==> src/rtl/core/bap_pkg.sv <==
// Shared types, constants and the window pooling function.
// No dependencies.
`timescale 1ns / 1ps

package bap_pkg;

    localparam int PIX_W      = 8;
    localparam int POOL_W     = 4;
    localparam int ROW_LEN_W  = 7;
    localparam int WIN_THRESH = 2;

    typedef struct packed {
        logic odd;
        logic last;
    } t_item_ctl;

    // bit k of the result is window k: pixels 2k and 2k+1 of both rows
    function automatic logic [POOL_W-1:0] pool_byte(
        input logic [PIX_W-1:0] top,
        input logic [PIX_W-1:0] bottom
    );
        logic [POOL_W-1:0] res;
        logic [2:0]        cnt;
        res = '0;
        for (int k = 0; k < POOL_W; k++) begin
            cnt = 3'(top[2*k]) + 3'(top[2*k+1]) + 3'(bottom[2*k]) + 3'(bottom[2*k+1]);
            res[k] = (cnt >= 3'(WIN_THRESH));
        end
        return res;
    endfunction

endpackage

==> src/rtl/core/binary_avg_pool_2x2.sv <==
// An accepted odd-row byte passes stage 1, then the output register; even rows give none.
// Throughput: one byte per cycle unless stalled; even rows write the store, odd read it.
// Reset (i_rst_n low, synchronous): clears counters, row length to 1, valid flags.
// Line store content is not cleared; even rows fill it before it is read.
// Top level: binary 2x2 pooling over packed bit rows. Depends on bap_pkg,
// bap_ctrl, bap_line_buf and bap_pool_out.
`timescale 1ns / 1ps

module binary_avg_pool_2x2 #(
    parameter int MAX_ROW_BYTES = 64
) (
    input  logic                               i_clk,
    input  logic                               i_rst_n,
    input  logic                               i_s_tvalid,
    output logic                               o_s_tready,
    input  logic [7:0]                         i_s_tdata,   // [7:0] pixel_byte
    input  logic                               i_s_tuser,   // [0] frame_start
    output logic                               o_m_tvalid,
    input  logic                               i_m_tready,
    output logic [7:0]                         o_m_tdata,   // [3:0] pooled_bits, [7:4] zero
    output logic                               o_m_tlast,   // row_last
    input  logic                               i_cfg_valid,
    output logic                               o_cfg_ready,
    input  logic [bap_pkg::ROW_LEN_W-1:0]      i_cfg_data   // row_bytes
);

    localparam int COL_W = (MAX_ROW_BYTES > 1) ? $clog2(MAX_ROW_BYTES) : 1;

    logic                          accept;
    logic [COL_W-1:0]              col;
    bap_pkg::t_item_ctl            ctl;
    logic                          out_free;
    logic [bap_pkg::PIX_W-1:0]     top;
    logic [bap_pkg::POOL_W-1:0]    pool_bits;
    logic                          s1_load;

    logic                          r_s1_valid;
    logic [bap_pkg::PIX_W-1:0]     r_s1_pixel;
    logic                          r_s1_last;

    assign o_cfg_ready = 1'b1;
    assign o_s_tready  = !r_s1_valid || out_free;
    assign accept      = i_s_tvalid && o_s_tready;
    assign s1_load     = accept && ctl.odd;

    bap_ctrl #(
        .MAX_ROW_BYTES (MAX_ROW_BYTES),
        .COL_W         (COL_W)
    ) u_ctrl (
        .i_clk         (i_clk),
        .i_rst_n       (i_rst_n),
        .i_cfg_we      (i_cfg_valid && o_cfg_ready),
        .i_cfg_data    (i_cfg_data),
        .i_accept      (accept),
        .i_frame_start (i_s_tuser),
        .o_col         (col),
        .o_ctl         (ctl)
    );

    bap_line_buf #(
        .DEPTH   (MAX_ROW_BYTES),
        .ADDR_W  (COL_W)
    ) u_line_buf (
        .i_clk   (i_clk),
        .i_we    (accept && !ctl.odd),
        .i_re    (s1_load),
        .i_addr  (col),
        .i_wdata (i_s_tdata),
        .o_rdata (top)
    );

    // stage 1 lines up the odd-row byte with the line store read
    always_ff @(posedge i_clk) begin
        if (!i_rst_n) begin
            r_s1_valid <= 1'b0;
        end else if (o_s_tready) begin
            r_s1_valid <= s1_load;
        end
    end

    always_ff @(posedge i_clk) begin
        if (s1_load) begin
            r_s1_pixel <= i_s_tdata;
            r_s1_last  <= ctl.last;
        end
    end

    bap_pool_out u_pool_out (
        .i_clk      (i_clk),
        .i_rst_n    (i_rst_n),
        .i_s1_valid (r_s1_valid),
        .i_top      (top),
        .i_bottom   (r_s1_pixel),
        .i_last     (r_s1_last),
        .o_free     (out_free),
        .o_valid    (o_m_tvalid),
        .i_ready    (i_m_tready),
        .o_bits     (pool_bits),
        .o_last     (o_m_tlast)
    );

    assign o_m_tdata = {(8 - bap_pkg::POOL_W)'(0), pool_bits};

endmodule

==> src/rtl/core/bap_ctrl.sv <==
// Row length register, column and row-parity counters.
// Depends on bap_pkg.
`timescale 1ns / 1ps

module bap_ctrl #(
    parameter int MAX_ROW_BYTES = 64,
    parameter int COL_W         = 6
) (
    input  logic                              i_clk,
    input  logic                              i_rst_n,
    input  logic                              i_cfg_we,
    input  logic [bap_pkg::ROW_LEN_W-1:0]     i_cfg_data,
    input  logic                              i_accept,
    input  logic                              i_frame_start,
    output logic [COL_W-1:0]                  o_col,
    output bap_pkg::t_item_ctl                o_ctl
);

    localparam int CMP_W = (COL_W + 1 > bap_pkg::ROW_LEN_W) ? COL_W + 1 : bap_pkg::ROW_LEN_W;

    logic [bap_pkg::ROW_LEN_W-1:0] r_row_bytes;
    logic [COL_W-1:0]              r_col, n_col;
    logic                          r_odd, n_odd;
    logic [CMP_W-1:0]              rb_ext, limit, col_inc;
    logic                          last;

    always_comb begin
        o_col   = i_frame_start ? '0 : r_col;
        rb_ext  = CMP_W'(r_row_bytes);
        if (rb_ext == '0) begin
            limit = CMP_W'(1);
        end else if (rb_ext > CMP_W'(MAX_ROW_BYTES)) begin
            limit = CMP_W'(MAX_ROW_BYTES);
        end else begin
            limit = rb_ext;
        end
        col_inc = CMP_W'(o_col) + CMP_W'(1);
        last    = (col_inc >= limit);
        o_ctl.odd  = i_frame_start ? 1'b0 : r_odd;
        o_ctl.last = last;
        n_col = last ? '0 : col_inc[COL_W-1:0];
        n_odd = last ? ~o_ctl.odd : o_ctl.odd;
    end

    always_ff @(posedge i_clk) begin
        if (!i_rst_n) begin
            r_row_bytes <= bap_pkg::ROW_LEN_W'(1);
            r_col       <= '0;
            r_odd       <= 1'b0;
        end else begin
            if (i_cfg_we) begin
                r_row_bytes <= i_cfg_data;
            end
            if (i_accept) begin
                r_col <= n_col;
                r_odd <= n_odd;
            end
        end
    end

endmodule

==> src/rtl/core/bap_line_buf.sv <==
// Line store for even-row bytes with a registered read port.
// Depends on bap_pkg.
`timescale 1ns / 1ps

module bap_line_buf #(
    parameter int DEPTH  = 64,
    parameter int ADDR_W = 6
) (
    input  logic                          i_clk,
    input  logic                          i_we,
    input  logic                          i_re,
    input  logic [ADDR_W-1:0]             i_addr,
    input  logic [bap_pkg::PIX_W-1:0]     i_wdata,
    output logic [bap_pkg::PIX_W-1:0]     o_rdata
);

    logic [bap_pkg::PIX_W-1:0] r_mem [DEPTH];
    logic [bap_pkg::PIX_W-1:0] r_rdata;

    always_ff @(posedge i_clk) begin
        if (i_we) begin
            r_mem[i_addr] <= i_wdata;
        end
        if (i_re) begin
            r_rdata <= r_mem[i_addr];
        end
    end

    assign o_rdata = r_rdata;

endmodule

==> src/rtl/core/bap_pool_out.sv <==
// Window pooling and the output register with its handshake.
// Depends on bap_pkg.
`timescale 1ns / 1ps

module bap_pool_out (
    input  logic                           i_clk,
    input  logic                           i_rst_n,
    input  logic                           i_s1_valid,
    input  logic [bap_pkg::PIX_W-1:0]      i_top,
    input  logic [bap_pkg::PIX_W-1:0]      i_bottom,
    input  logic                           i_last,
    output logic                           o_free,
    output logic                           o_valid,
    input  logic                           i_ready,
    output logic [bap_pkg::POOL_W-1:0]     o_bits,
    output logic                           o_last
);

    logic                        r_valid;
    logic [bap_pkg::POOL_W-1:0]  r_bits;
    logic                        r_last;
    logic                        load;

    assign o_free = !r_valid || i_ready;
    assign load   = i_s1_valid && o_free;

    always_ff @(posedge i_clk) begin
        if (!i_rst_n) begin
            r_valid <= 1'b0;
        end else if (o_free) begin
            r_valid <= i_s1_valid;
        end
    end

    always_ff @(posedge i_clk) begin
        if (load) begin
            r_bits <= bap_pkg::pool_byte(i_top, i_bottom);
            r_last <= i_last;
        end
    end

    assign o_valid = r_valid;
    assign o_bits  = r_bits;
    assign o_last  = r_last;

endmodule

==> config.mk <==
export PLATFORM = sky130hd
export DESIGN_NAME = binary_avg_pool_2x2
export DESIGN_NICKNAME = d
export VERILOG_FILES = /design/src/rtl/core/bap_pkg.sv /design/src/rtl/core/binary_avg_pool_2x2.sv /design/src/rtl/core/bap_ctrl.sv /design/src/rtl/core/bap_line_buf.sv /design/src/rtl/core/bap_pool_out.sv
export SDC_FILE = /design/constraint.sdc
export NUM_CORES = 1
export LEC_CHECK = 0
export ABC_AREA = 1
export BUFFER_PORTS_ARGS = -buffer_cell sky130_fd_sc_hd__buf_2
export CAP_MARGIN = 15
export CORE_MARGIN = 5
export CORE_UTILIZATION = 46
export CTS_CLUSTER_SIZE = 8
export DETAILED_ROUTE_END_ITERATION = 10
export PLACE_DENSITY = 0.63
export SLEW_MARGIN = 20
export SYNTH_ARGS = -nofsm -noshare
export SYNTH_HDL_FRONTEND = slang
export SYNTH_SLANG_ARGS = --single-unit
export TNS_END_PERCENT = 1
==> constraint.sdc <==
create_clock -name i_clk -period 2.6 [get_ports i_clk]
set_clock_uncertainty 0.2 [all_clocks]
set_input_delay 0.26 -clock i_clk [delete_from_list [all_inputs] [get_ports i_clk]]
set_output_delay 0.26 -clock i_clk [all_outputs]
set_load 0.01 [all_outputs]
==> flow_summary.json <==
{
  "max_cap_viol_count": 0,
  "synthTopCellsByArea": "edfxtp_1 69%, nand2_1 8.4%, inv_1 5.7%, o211ai_1 4.4%, nand3_1 2.4%",
  "p_comb_share_pct": 6.4,
  "die_area_um2": 55210,
  "drcViolationCount": 0,
  "final_area_um2": 27870,
  "final_max_slew_viol_count": 0,
  "p_sw_share_pct": 21.46,
  "grt_max_degree": 66,
  "synth_top_area_cell": "edfxtp_1",
  "ys_types": 30,
  "critPathLaunchType": "flip-flop",
  "clock-sinks": 550,
  "cpMaxStageDelayCell": "dfxtp_1",
  "syn_area_um2": 23280,
  "core_area_um2": 50070,
  "ant_nets": 0,
  "slowest_delay_ns": 0.42,
  "ys_seq_elements": 550,
  "grt.total_usage_pct": 20.16,
  "p_leak_uw": 0.01171,
  "setup_viol": 0,
  "cp_cell_sequence": "inv_2 -> nor2_1 -> nand2_2 -> nor2_4 -> clkinv_2 -> o211ai_2 -> ha_1 -> nand2_1 -> nor2_1 -> nand4_1 -> nand3_4 -> inv_4 -> nand2_1 -> a21oi_2",
  "synthToLayoutAreaGrowth_pct": 19.72,
  "highest_layer": "met4",
  "finalPower_uw": 20140,
  "crit_type": "flip-flop to flip-flop",
  "path_buf_inv": 3,
  "slew_headroom_pct": 53.28,
  "p_sw_uw": 4322,
  "initial_core_util_pct": 46.50,
  "cts_buffers": 78,
  "tritoncts": "done",
  "stdcell_count": 2984,
  "fin_crit_sh_pct": 95.38,
  "io_pins": 33,
  "post_synth.cell_area_avg_um2": 11.20,
  "cpLargestDelayFamily": "simple AND/OR/NAND/NOR gates",
  "grt_pass1_wl_um": 86680,
  "routed_wl_um": 56340,
  "first_global_vias": 14960,
  "finalHoldViolations": 0,
  "met1_length_um": 24870,
  "fillers": 4119,
  "hpwlAfterDp_um": 34350,
  "dpl_cell_area_um2": 25360,
  "vias": 15300,
  "h-tree-depth": 3,
  "synthCells": 2078,
  "clk_pin_slew_ns": 0.05,
  "avgViaCountPerCell": 5.127,
  "powerDensity_nw_per_um2": 722.7,
  "seqPwrFrac_pct": 48.9,
  "placed_cells": 2851,
  "wl_met2_um": 26040,
  "p_clk_share_pct": 44.7,
  "dr_wl_met3_um": 3804,
  "dieWidth_um": 235.0,
  "avgRoutedWirePerCell_um": 18.88,
  "peakVddDrop_mv": 0.4693,
  "rsz0062_at_grt": "true",
  "nNetsFinal": 2327,
  "io_buffers": 27,
  "outcome": "completed",
  "crit_fanout": 6,
  "synth.yosys.seq_area_share_pct": 70.25,
  "yosysWarnings": 0,
  "place.gp.congestion": 0.8805,
  "antenna_found_initial": 1,
  "yosysMostFrequentCell": "edfxtp_1",
  "hold_path.class": "input port to flip-flop",
  "internal_power_uw": 15820,
  "drt-pass1-iter-count": 5,
  "fmax_mhz": 403.3,
  "num_rows": 82,
  "tightest_slew_ns": 0.7007,
  "synth_edf_count": 534,
  "postSynth.asyncResetShare_pct": 0,
  "grt_remaining_overflow": 0,
  "fin_crit_ns": 2.480,
  "synth_top_area_share_pct": 68.88,
  "cp.arrival_ns": 2.81,
  "root_buffer": "clkbuf_16",
  "die_h_um": 235.0,
  "endpoint_kind": "flip-flop",
  "holdWs_ns": 0.02116,
  "drtIter0Drc": 1446,
  "ctsLongestPathBuffers": 3,
  "clock_latency_ns": 0.60,
  "drive_gt1_share_pct": 13.51,
  "critical_path_required_ns": 2.93,
  "ys.flop_type": "edfxtp_1",
  "synth_commonest_cells": "534 x edfxtp_1, 519 x nand2_1, 354 x inv_1"
}
## metal layers
metal  up-vias  GRT usage [%]
li1       7367              -
met1      7336          28.05
met2       495          31.68
met3       101          4.186
met4         0          7.415
met5         -              0
## cell usage in the layout (no fill, tap or decap), types with 23 or more instances in the layout
| cell type | n |
|---|---|
| dlygate4sd3_1 | 31 |
| o21ai_0 | 74 |
| nor2_1 | 130 |
| o211ai_1 | 136 |
| o21ai_1 | 23 |
| buf_4 | 140 |
| inv_1 | 353 |
| edfxtp_1 | 534 |
| buf_2 | 27 |
| nand3_1 | 111 |
| nand2_1 | 516 |
| clkbuf_16 | 82 |
## layout make-up
class	instances	area, um^2	area share (%)
timing repair buffer	222	1976	7.088
tap	672	840.8	3.017
sequential	550	16360	58.69
multi-input combinational	1078	5194	18.63
antenna	2	5.005	0.01796
clock inverter	4	37.54	0.1347
clock buffer	96	2105	7.551
inverter	360	1358	4.871
## per-stage QoR
stage / TNS, ns / setup WS (ns) / util (%)
final: 0 / 0.1202 / 55.67
after detailed placement: -0.1512 / -0.04761 / 50.66
after floorplan: 0 / 0.03603 / -
after global placement: 0 / 0.01531 / 50.66
after CTS: 0 / 0.02763 / 55.56
after global routing: -0.004205 / -0.004205 / 55.66
## power by group through the flow
stage	Clock [uW]	Combinational (uW)	Sequential [uW]
after floorplan	0	630	10000
after global placement	0	1200	10000
after detailed placement	0	1220	10000
after CTS	9180	1270	9840
after global routing	9580	1410	9840
final	9010	1290	9850
## logic make-up after synthesis
kind of cell	count (synthesis)	share of synthesized area [%]
compound gates	256	7.089
xor+xnor	2	0.07525
fa+ha+maj	16	0.8599
buf+inv	453	7.836
flops	550	70.25
other cells	2	0.03226
simple gates	799	13.86
## repair_timing
action / in CTS / in global routing
gates resized for setup: 2 / 18
setup endpoints to repair: 6 / 11
endpoints found under the hold margin: 52 / 0
hold buffers: 31 / 0
setup buffers: 0 / 0
pin swaps: 0 / 1
gates cloned: 0 / 0
## registers in the layout, indices dropped and copies added, names as in the netlist, 4 cells and up
signal	cells
r_s1_pixel	8
u_ctrl.r_col	6
u_ctrl.r_row_bytes	7
u_line_buf.o_rdata	8
u_line_buf.r_mem	512
u_pool_out.o_bits	4
## worst paths after layout
kind	from	end	slack [ns]	cells after the start
worst max-delay path	u_ctrl.r_col[4]	u_ctrl.r_col[5]	0.12	14
worst min-delay path	i_s_tdata[0]	u_line_buf.r_mem[3][0]	0.02	2
worst max register to register	u_ctrl.r_col[4]	u_ctrl.r_col[5]	0.12	14
worst min register to register	r_s1_last	u_pool_out.o_last	0.23	0
(Power assumes the default switching activity.)
